===== config.mk =====
export PLATFORM = sky130hd
export DESIGN_NAME = aco_pu_div
export DESIGN_NICKNAME = d
export VERILOG_FILES = /design/src/rtl/aco_pu_pkg.sv /design/src/rtl/aco_pu_div.sv
export SDC_FILE = /design/constraint.sdc
export NUM_CORES = 1
export LEC_CHECK = 0
export BUFFER_PORTS_ARGS = -buffer_cell sky130_fd_sc_hd__buf_4
export CAP_MARGIN = 10
export CORE_UTILIZATION = 53
export DETAILED_ROUTE_END_ITERATION = 12
export MAX_ROUTING_LAYER = met4
export PLACE_DENSITY = 0.77
export SYNTH_ARGS = -nofsm -noshare
export SYNTH_HDL_FRONTEND = slang
export SYNTH_SLANG_ARGS = --single-unit

===== constraint.sdc =====
create_clock -name clk -period 2.8 [get_ports clk]
set_clock_uncertainty 0.2 [all_clocks]
set_input_delay 0.28 -clock clk [delete_from_list [all_inputs] [get_ports clk]]
set_output_delay 0.28 -clock clk [all_outputs]
set_load 0.005 [all_outputs]

===== src/rtl/aco_pu_pkg.sv =====
// Shared types and constants for the pheromone update block.
package aco_pu_pkg;

    localparam int CITIES_DEF = 64;

    localparam logic [15:0] RHO_RST = 16'd32768;
    localparam logic [15:0] DEPOSIT_RST = 16'd100;
    localparam logic [31:0] INIT_LEVEL_RST = 32'd262144;
    localparam logic [31:0] MAX_LEVEL = 32'hFFFF_FFFF;

    localparam int DIV_STEPS = 32;

    localparam logic [1:0] MODE_DEPOSIT = 2'd0;
    localparam logic [1:0] MODE_READ = 2'd1;
    localparam logic [1:0] MODE_RESTORE = 2'd2;

    localparam logic [1:0] REG_RHO = 2'd0;
    localparam logic [1:0] REG_DEPOSIT = 2'd1;
    localparam logic [1:0] REG_INIT_LEVEL = 2'd2;

    typedef struct packed {
        logic [1:0]  mode;
        logic [5:0]  row_city;
        logic [5:0]  col_city;
        logic [23:0] tour_length;
        logic        round_end;
    } item_t;

    typedef struct packed {
        logic [31:0] level;
        logic        saturated;
    } result_t;

    typedef struct packed {
        logic        lvl_we;
        logic        pnd_we;
        logic [31:0] lvl_data;
        logic [31:0] pnd_data;
    } store_wr_t;

endpackage


===== src/rtl/aco_pu_div.sv =====
// Bit-serial divider for the deposit amount (numerator << 32) / tour length.
module aco_pu_div
    import aco_pu_pkg::*;
(
    input  logic        clk,
    input  logic        rst_n,
    input  logic        start,
    input  logic [15:0] numer,
    input  logic [23:0] denom,
    output logic        done,
    output logic [31:0] quotient,
    output logic        saturated
);

    localparam int SW = $clog2(DIV_STEPS + 1);

    logic          run_reg, run_next;
    logic          done_reg, done_next;
    logic [SW-1:0] cnt_reg, cnt_next;
    logic [24:0]   rem_reg, rem_next;
    logic [31:0]   q_reg, q_next;
    logic          sat_reg, sat_next;
    logic [23:0]   den_reg, den_next;
    logic [24:0]   rem_sh;

    always_comb
    begin
        run_next  = run_reg;
        done_next = 1'b0;
        cnt_next  = cnt_reg;
        rem_next  = rem_reg;
        q_next    = q_reg;
        sat_next  = sat_reg;
        den_next  = den_reg;
        rem_sh    = {rem_reg[23:0], 1'b0};
        if (start)
        begin
            den_next = denom;
            if ({8'd0, numer} >= denom)
            begin
                q_next    = MAX_LEVEL;
                sat_next  = 1'b1;
                done_next = 1'b1;
                run_next  = 1'b0;
            end
            else
            begin
                rem_next = {9'd0, numer};
                q_next   = '0;
                sat_next = 1'b0;
                cnt_next = SW'(DIV_STEPS);
                run_next = 1'b1;
            end
        end
        else if (run_reg)
        begin
            if (rem_sh >= {1'b0, den_reg})
            begin
                rem_next = rem_sh - {1'b0, den_reg};
                q_next   = {q_reg[30:0], 1'b1};
            end
            else
            begin
                rem_next = rem_sh;
                q_next   = {q_reg[30:0], 1'b0};
            end
            cnt_next = cnt_reg - SW'(1);
            if (cnt_reg == SW'(1))
            begin
                run_next  = 1'b0;
                done_next = 1'b1;
            end
        end
    end

    always_ff @(posedge clk or negedge rst_n)
    begin
        if (!rst_n)
        begin
            run_reg  <= 1'b0;
            done_reg <= 1'b0;
            cnt_reg  <= '0;
        end
        else
        begin
            run_reg  <= run_next;
            done_reg <= done_next;
            cnt_reg  <= cnt_next;
        end
    end

    always_ff @(posedge clk)
    begin
        rem_reg <= rem_next;
        q_reg   <= q_next;
        sat_reg <= sat_next;
        den_reg <= den_next;
    end

    assign done      = done_reg;
    assign quotient  = q_reg;
    assign saturated = sat_reg;

endmodule


==> flow_metrics.py, run 1 <==
metrics = {
    "run_status": {
        "status": "complete, but fails checks",
        "violations": "hold timing, setup timing",
    },
    "logic_synthesis": {
        "synth_top_cell_by_area": "edfxtp_1",
        "yosysUniqueCellTypes": 54,
        "synth.cell_area_mm2": 0.00563,
        "avgSynthCellArea_um2": 9.89,
        "synth_top_cell_area_share_pct": 43.2,
        "ys_ff_latch": 89,
        "syn_inst": 569,
        "ys_seq_area_share_pct": 46.8,
        "synth_edf_count": 81,
        "synthFlopType": "edfxtp_1",
        "syn_nets": 655,
        "yosysWarnings": 0,
        "synthArstFlopShare_pct": 8.99,
        "synthTopCellsByArea": "edfxtp_1, ha_1, inv_1, a21oi_1, dfrtp_1",
    },
    "sta": {
        "rsz0062_at_grt": "yes",
        "setup_violations": 1,
        "finalHoldViolations": 1,
        "post-route-period-util_pct": 101,
        "timing.fmax_mhz": 353,
        "slew_violations": 0,
        "tns_ns": -0.0331,
        "min_period_ns": 2.83,
        "worst_pin_slew_ns": 0.518,
        "hold_ws_ns": -0.00156,
        "layout_setup_ws_ns": -0.0331,
        "slew_headroom_pct": 65.4,
    },
    "layout": {
        "largest_reg_flops": 32,
        "mostFrequentLayoutCell": "buf_4",
        "syn_to_final_growth_pct": 29.2,
        "layout_common_cells": "buf_4, inv_1, edfxtp_1",
        "register_area_mm2": 0.00263,
        "final_util_pct": 70.4,
        "fillers": 726,
        "fin_nets": 786,
        "num_antenna_cells": 0,
        "finalInstanceArea_mm2": 0.00727,
        "multi_input_area_mm2": 0.00268,
        "final_layout_size_suffix_gt1_share_pct": 23.8,
    },
    "place": {
        "dpl_cell_area_mm2": 0.00654,
        "io_buffer_count": 76,
        "place_congestion": 0.963,
        "dpl.hpwl_um": 9380,
        "dp_slack_ns": -0.0597,
    },
    "pwr": {
        "pwr-share-seq_pct": 33.2,
        "power_frac_clock_pct": 14.8,
        "swShare_pct": 40.0,
        "p_sw_mw": 2.34,
        "p_leak_nw": 3.17,
        "power_frac_comb_pct": 52.0,
        "p_int_mw": 3.52,
        "peakVddDrop_v": 0.000470,
        "p_per_area_mw_per_mm2": 807,
    },
    "grt": {
        "grt_max_degree": 121,
        "antenna_found_initial": 0,
        "grt_pass1_vias": 4711,
        "globalRouteTotalUtil_pct": 26.6,
        "globalRouteOverflowTotal": 0,
        "grt_pass1_wl_um": 22300,
    },
    "clocking": {
        "cts_buffers": 9,
        "cts-root-buf": "clkbuf_8",
        "clk_pin_slew_worst_paths_ns": 0.10,
        "cts_htree_levels": 3,
        "clk_latency_ns": 0.39,
        "cts_tree": "built",
        "clock_sinks": 89,
        "clockBufferDepth": 2,
    },
    "floorplanning": {
        "fp.dieW_um": 105,
        "core_area_mm2": 0.0103,
        "die_area_mm2": 0.0110,
        "die_h_um": 105,
        "ios": 77,
        "rows": 37,
        "start_util_pct": 54.5,
    },
    "setup_path": {
        "critPathKind": "register to register",
        "start_kind": "register",
        "critPathSlowestCell": "edfxtp_1",
        "max_stage_delay_ns": 0.44,
        "worst_setup_path_end_kind": "register",
        "cp.arrival_ns": 2.81,
        "cp_top_family": "compound AO/OA/AOI/OAI gates",
        "crit_required_ns": 2.78,
        "path_buf_inv": 1,
        "crit_chain": "ha_4 -> a21o_1 -> a211o_1 -> o21ai_2 -> o311a_4 -> o31a_4 -> buf_6 -> o311ai_1",
        "critical_path.max_fanout": 7,
    },
    "route": {
        "drcViolationCount": 0,
        "ant_nets": 0,
        "drt_iter0_drc": 361,
        "dr.pass1.iters": 6,
        "vias_per_cell": 5.70,
        "vias": 4795,
        "wl_um": 14300,
        "wl_per_cell_um": 17.0,
    },
    "flow_run": {
        "cap_violations": 0,
    },
    "worst_hold_path": {
        "hold_class": "input pin to register",
    },
}
-- power groups by stage --
stage                     registers [mW]  clock network [mW]  logic (mW)
final                               1.95               0.870        3.05
after global routing                1.98               0.922        3.32
after CTS                           1.94               0.886        2.77
after detailed placement            1.96                   0        2.69
after global placement              1.95                   0        2.64
after floorplan                     1.92                   0        1.82
-- layer usage --
metal / GRT usage (%) / vias up / routed length [µm]
met5: - / - / 0
li1: - / 2323 / -
met1: 32.8 / 2286 / 6120
met4: 10.6 / 0 / 360
met2: 44.1 / 163 / 7040
met3: 4.05 / 23 / 791
-- worst min-delay path: cells and delay by family --
family	cells	cell delay, ns
buffers and inverters	1	0.09
AOI/OAI and AO/OA	1	0.07
and+or+nand+nor	1	0.05
-- path summary, 6_finish.rpt --
| path | startpoint | end | slack (ns) | cells after the start |
|---|---|---|---|---|
| max | rem_reg[3] | rem_reg[3] | -0.03 | 8 |
| min | numer[4] | rem_reg[4] | -0.002 | 3 |
| min reg2reg | cnt_reg[5] | cnt_reg[5] | 0.35 | 1 |
| max in group asynchronous | rst_n | cnt_reg[2] | 2.23 | 2 |
| max reg2reg | rem_reg[3] | rem_reg[3] | -0.03 | 8 |
| min in group asynchronous | rst_n | done | 0.04 | 2 |
-- stage by stage --
stage / total power, mW / std cells
3_5_place_dp: 4.65 / 786
4_1_cts: 5.60 / 835
3_3_place_gp: 4.59 / 786
5_1_grt: 6.22 / 841
2_1_floorplan: 3.74 / 569
6_report: 5.87 / 841
-- Yosys cell counts, types with 4 or more instances --
cell type   n
nand4_1     8
nand3_1    17
inv_1      81
xor2_1      8
o21a_1      6
o21ai_0    28
xnor2_1    11
o22ai_1    31
nand2_1    40
nand3b_1   16
o31ai_1     5
clkbuf_1   23
a21o_1     14
a21oi_1    42
nor2_1     19
nand2b_1    8
ha_1       42
dfrtp_1     8
a31oi_1     4
o311ai_1    8
nor3_1     10
edfxtp_1   81
buf_2       4
-- cell families (layout without fill, tap and decap cells) --
logic type               after synthesis  count (layout)  synth area share [%]
AO/OA/AOI/OAI                        168             168                  19.8
XOR/XNOR                              19              19                  2.96
adder cells (fa/ha/maj)               43              43                  9.70
buffers and inverters                113             249                  8.07
flip-flops                            89              89                  46.8
multiplexers                           3               3                 0.556
AND/OR/NAND/NOR                      134             134                  12.1
-- what timing repair did --
item,4_1_cts,5_1_grt
endpoints found under the hold margin,40,0
endpoints found under the setup margin,6,79
hold buffers,33,0
gates cloned,0,4
buffers inserted,0,2
pin swaps,0,11
resized for setup,4,37
-- cell type report --
type | instances | share of cell area (%)
Clock buffer | 9 | 1.70
Tap cell | 136 | 2.34
Clock inverter | 7 | 0.792
Multi-Input combinational cell | 367 | 36.9
Sequential cell | 89 | 36.2
Inverter | 81 | 4.18
Timing Repair Buffer | 152 | 17.8
(Power assumes the default switching activity.)
==> run 2, diff against run 1 <==
Settings changed: CELL_PAD_IN_SITES_DETAIL_PLACEMENT set to 1, CELL_PAD_IN_SITES_GLOBAL_PLACEMENT set to 1, CORE_UTILIZATION 53 to 41, HOLD_SLACK_MARGIN set to 0.03, PLACE_DENSITY 0.77 to not set, PLACE_DENSITY_LB_ADDON set to 0.1.
==> flow_metrics.py, run 2 (synthesis gave the netlist of run 1 again) <==
metrics = {
    "floorplanning": {
        "ios": 77,
        "rows": 42,
        "core_area_mm2": 0.0133,
        "die_area_mm2": 0.0142,
        "fp.dieW_um": 119,
        "start_util_pct": 42.3,
        "die_h_um": 119,
    },
    "flow_run": {
        "cap_violations": 0,
    },
    "layout": {
        "largest_reg_flops": 32,
        "final_layout_size_suffix_gt1_share_pct": 25.8,
        "final_cells": 896,
        "syn_to_final_growth_pct": 34.7,
        "mostFrequentLayoutCell": "buf_4",
        "num_antenna_cells": 0,
        "fin_nets": 801,
        "finalInstanceArea_mm2": 0.00758,
        "layout_common_cells": "buf_4, inv_1, edfxtp_1",
        "final_util_pct": 57.0,
    },
    "setup_path": {
        "start_kind": "register",
        "crit_required_ns": 2.76,
        "critPathSlowestCell": "edfxtp_1",
        "cp.arrival_ns": 2.79,
        "crit_chain": "ha_4 -> a21o_1 -> a211o_1 -> o21ai_2 -> o311a_4 -> o31a_4 -> buf_4 -> o311ai_1",
        "worst_setup_path_end_kind": "register",
        "critical_path.max_fanout": 8,
        "max_stage_delay_ns": 0.44,
        "critPathKind": "register to register",
    },
    "route": {
        "wl_um": 16100,
        "drt_iter0_drc": 278,
        "vias": 4799,
        "dr.pass1.iters": 5,
        "ant_nets": 0,
        "drcViolationCount": 0,
        "wl_per_cell_um": 17.9,
        "vias_per_cell": 5.36,
    },
    "pwr": {
        "p_per_area_mw_per_mm2": 856,
        "p_sw_mw": 2.49,
        "swShare_pct": 38.4,
        "pwr-share-seq_pct": 30.2,
        "power_frac_comb_pct": 51.2,
        "peakVddDrop_v": 0.000348,
        "p_total_mw": 6.48,
        "p_int_mw": 3.99,
        "p_leak_nw": 3.28,
        "power_frac_clock_pct": 18.6,
    },
    "sta": {
        "setup_violations": 4,
        "layout_setup_ws_ns": -0.0350,
        "finalHoldViolations": 0,
        "min_period_ns": 2.83,
        "post-route-period-util_pct": 101,
        "slew_headroom_pct": 71.5,
        "timing.fmax_mhz": 353,
        "hold_ws_ns": 0.0348,
        "rsz0062_at_grt": "yes",
        "tns_ns": -0.0443,
        "worst_pin_slew_ns": 0.428,
        "slew_violations": 0,
    },
    "clocking": {
        "clockBufferDepth": 2,
        "cts_htree_levels": 3,
        "cts-root-buf": "clkbuf_16",
        "clk_pin_slew_worst_paths_ns": 0.07,
        "cts_buffers": 9,
        "clock_sinks": 89,
        "cts_tree": "built",
        "clk_latency_ns": 0.36,
    },
    "grt": {
        "grt_pass1_wl_um": 25800,
        "grt_max_degree": 75,
        "grt_pass1_vias": 5059,
        "antenna_found_initial": 0,
        "globalRouteTotalUtil_pct": 24.2,
        "globalRouteOverflowTotal": 0,
    },
    "place": {
        "io_buffer_count": 76,
        "dp_slack_ns": -0.0886,
        "dpl.hpwl_um": 11400,
        "dpl_cell_area_mm2": 0.00674,
        "place_congestion": 0.926,
        "place_inst": 840,
    },
    "run_status": {
        "violations": "setup timing",
        "status": "complete, but fails checks",
    },
    "worst_hold_path": {
        "hold_class": "input pin to register",
    },
}
run 2: changes by cell type in the layout (fill, tap and decap cells not counted), sizes merged:
cell         previous run  this run
clkinvlp                1         3
clkinv                  1         3
buf                   118       134
inv                    86        82
dlygate4sd3            33        32
run 2: area by class of cell:
type                            instances  area (µm²)
Fill cell                            1468        5720
Inverter                               81         304
Sequential cell                        89        2630
Clock buffer                            9         225
Timing Repair Buffer                  167        1440
Multi-Input combinational cell        367        2690
Tap cell                              176         220
Clock inverter                          7        67.6
run 2: path summary, 6_finish.rpt:
| check | endpoint | startpoint | slack, ns | cells past startpoint |
|---|---|---|---|---|
| min in group asynchronous | cnt_reg[5] | rst_n | 0.08 | 2 |
| max reg2reg | rem_reg[11] | rem_reg[3] | -0.03 | 8 |
| min | rem_reg[2] | numer[2] | 0.03 | 3 |
| max in group asynchronous | cnt_reg[1] | rst_n | 2.19 | 2 |
| min reg2reg | cnt_reg[4] | cnt_reg[4] | 0.36 | 2 |
| max | rem_reg[11] | rem_reg[3] | -0.03 | 8 |
run 2: what timing repair did:
action | 4_1_cts | 5_1_grt
buffers inserted | 0 | 6
cloned | 0 | 2
resized for setup | 9 | 30
hold buffers | 32 | 0
pin swaps | 1 | 7
endpoints found under the setup margin | 21 | 79
endpoints found under the hold margin | 39 | 0
run 2: worst max-delay path, delay by kind of cell, from the launching register on:
family          cells  cell delay, ns
buf+inv             1            0.18
fa+ha+maj           1            0.31
flops               1            0.44
compound gates      6            1.49
run 2: per-layer routing:
metal / track usage [%] / vias up / part of all wire [%]
li1: - / 2358 / -
met1: 30.9 / 2359 / 47
met2: 39.9 / 71 / 49
met3: 2.92 / 11 / 2.5
met4: 8.31 / 0 / 1.4
met5: - / - / 0
run 2: power groups by stage:
stage	clock [mW]	sequential, mW	combinational [mW]
detailed placement	0	1.97	2.96
global placement	0	1.95	2.90
floorplan	0	1.92	1.82
CTS	1.24	1.95	3.06
global route	1.28	2.00	3.63
finish	1.21	1.96	3.32
==> run 3, diff against run 2 <==
Settings changed: CORE_MARGIN set to 1.5, GPL_TIMING_DRIVEN set to 0.
==> flow_metrics.py, run 3 (synthesis gave the netlist of run 1 again) <==
metrics = {
    "pwr": {
        "peakVddDrop_v": 0.000359,
        "p_total_mw": 6.76,
        "p_per_area_mw_per_mm2": 882,
        "p_leak_nw": 3.20,
    },
    "layout": {
        "layout_common_cells": "buf_4, edfxtp_1, inv_1",
        "largest_reg_flops": 32,
        "finalInstanceArea_mm2": 0.00767,
        "syn_to_final_growth_pct": 36.3,
        "final_layout_size_suffix_gt1_share_pct": 28.3,
        "register_area_mm2": 0.00263,
        "fin_nets": 795,
        "num_antenna_cells": 0,
        "fillers": 1463,
        "mostFrequentLayoutCell": "buf_4",
        "multi_input_area_mm2": 0.00292,
    },
    "clocking": {
        "cts-root-buf": "clkbuf_16",
        "clockBufferDepth": 2,
        "cts_htree_levels": 3,
        "clock_sinks": 89,
        "cts_tree": "built",
        "clk_pin_slew_worst_paths_ns": 0.07,
        "clk_latency_ns": 0.36,
        "cts_buffers": 9,
    },
    "place": {
        "dpl.hpwl_um": 11500,
        "io_buffer_count": 76,
        "place_congestion": 0.872,
        "dpl_cell_area_mm2": 0.00642,
    },
    "sta": {
        "worst_pin_slew_ns": 0.754,
        "hold_ws_ns": 0.0279,
        "tns_ns": -1.39,
        "rsz0062_at_grt": "yes",
        "post-route-period-util_pct": 104,
        "min_period_ns": 2.92,
        "finalHoldViolations": 0,
        "slew_headroom_pct": 49.7,
        "layout_setup_ws_ns": -0.118,
        "setup_violations": 21,
        "slew_violations": 0,
        "timing.fmax_mhz": 343,
    },
    "run_status": {
        "violations": "setup timing",
        "status": "complete, but fails checks",
    },
    "floorplanning": {
        "rows": 42,
        "die_area_mm2": 0.0144,
        "fp.dieW_um": 120,
        "core_area_mm2": 0.0133,
        "ios": 77,
        "die_h_um": 120,
        "start_util_pct": 42.3,
    },
    "grt": {
        "grt_pass1_wl_um": 27200,
        "globalRouteTotalUtil_pct": 25.1,
        "globalRouteOverflowTotal": 0,
        "grt_pass1_vias": 5275,
        "antenna_found_initial": 0,
        "grt_max_degree": 27,
    },
    "flow_run": {
        "cap_violations": 0,
    },
    "setup_path": {
        "cp.arrival_ns": 2.79,
        "crit_required_ns": 2.67,
        "critPathKind": "register to register",
        "critical_path.max_fanout": 6,
        "worst_setup_path_end_kind": "register",
        "start_kind": "register",
        "reg2regPathDepth": 10,
    },
    "route": {
        "drcViolationCount": 0,
        "vias_per_cell": 5.56,
        "wl_per_cell_um": 20.0,
        "drt_iter0_drc": 209,
        "wl_um": 17800,
        "vias": 4951,
        "ant_nets": 0,
        "dr.pass1.iters": 5,
    },
    "worst_hold_path": {
        "hold_class": "input pin to register",
        "hold_depth": 3,
    },
}
## run 3: layout make-up
| class | count | area share, % |
|---|---|---|
| repair buffers | 132 | 14.3 |
| clock buffers | 9 | 2.94 |
| well taps | 176 | 2.87 |
| multi-input cells | 369 | 38.1 |
| flip-flops and latches | 89 | 34.3 |
| inverters | 81 | 4.01 |
| clock inverters | 7 | 1.08 |
| plain buffers | 26 | 2.25 |
| repair inverters | 1 | 0.0979 |
## run 3: metrics by stage
| step | setup WS [ns] | util [%] | cells |
|---|---|---|---|
| final | -0.118 | 57.7 | 890 |
| after floorplan | 0.0157 | - | 569 |
| after CTS | 0.00484 | 54.9 | 874 |
| after detailed placement | -1.32 | 48.3 | 821 |
| after global routing | -0.166 | 57.7 | 890 |
| after global placement | -1.15 | 48.3 | 821 |
## run 3: final timing paths
kind | from | to | slack (ns)
min in group asynchronous | rst_n | done | 0.08
hold / removal | numer[2] | rem_reg[2] | 0.03
setup reg to reg | rem_reg[5] | rem_reg[4] | -0.12
max in group asynchronous | rst_n | cnt_reg[3] | 2.19
setup / recovery | rem_reg[5] | rem_reg[4] | -0.12
hold reg to reg | cnt_reg[1] | cnt_reg[1] | 0.36
## run 3: worst max-delay path, cell delays in order (launching register included)
cell and delay, ns:
edfxtp_1 0.44, ha_4 0.34, o21ai_1 0.11, a21oi_2 0.18, o21ai_2 0.09, o311a_4 0.34, o31a_1 0.37, buf_6 0.19
clkbuf_16 0.16, nand3b_1 0.09, o311ai_1 0.12
## run 3: power by group
| group | switching, mW | total, mW | internal (mW) | leakage, nW |
|---|---|---|---|---|
| Sequential | 0.205 | 1.98 | 1.77 | 1.00 |
| Clock | 0.594 | 1.30 | 0.709 | 0.145 |
| Combinational | 1.87 | 3.48 | 1.61 | 2.05 |
## run 3: what timing repair did
item,CTS,global route
setup buffers,11,14
setup endpoints to repair,81,78
hold buffers,28,0
gates resized for setup,44,65
pin swaps,10,19
cloned,2,4
hold endpoints to repair,35,0
## run 3: routing by layer
layer / share of wire (%) / global-route usage, %
met5: 0 / -
met4: 2.6 / 7.74
met3: 4.7 / 3.42
met2: 50 / 43.8
met1: 43 / 30.2
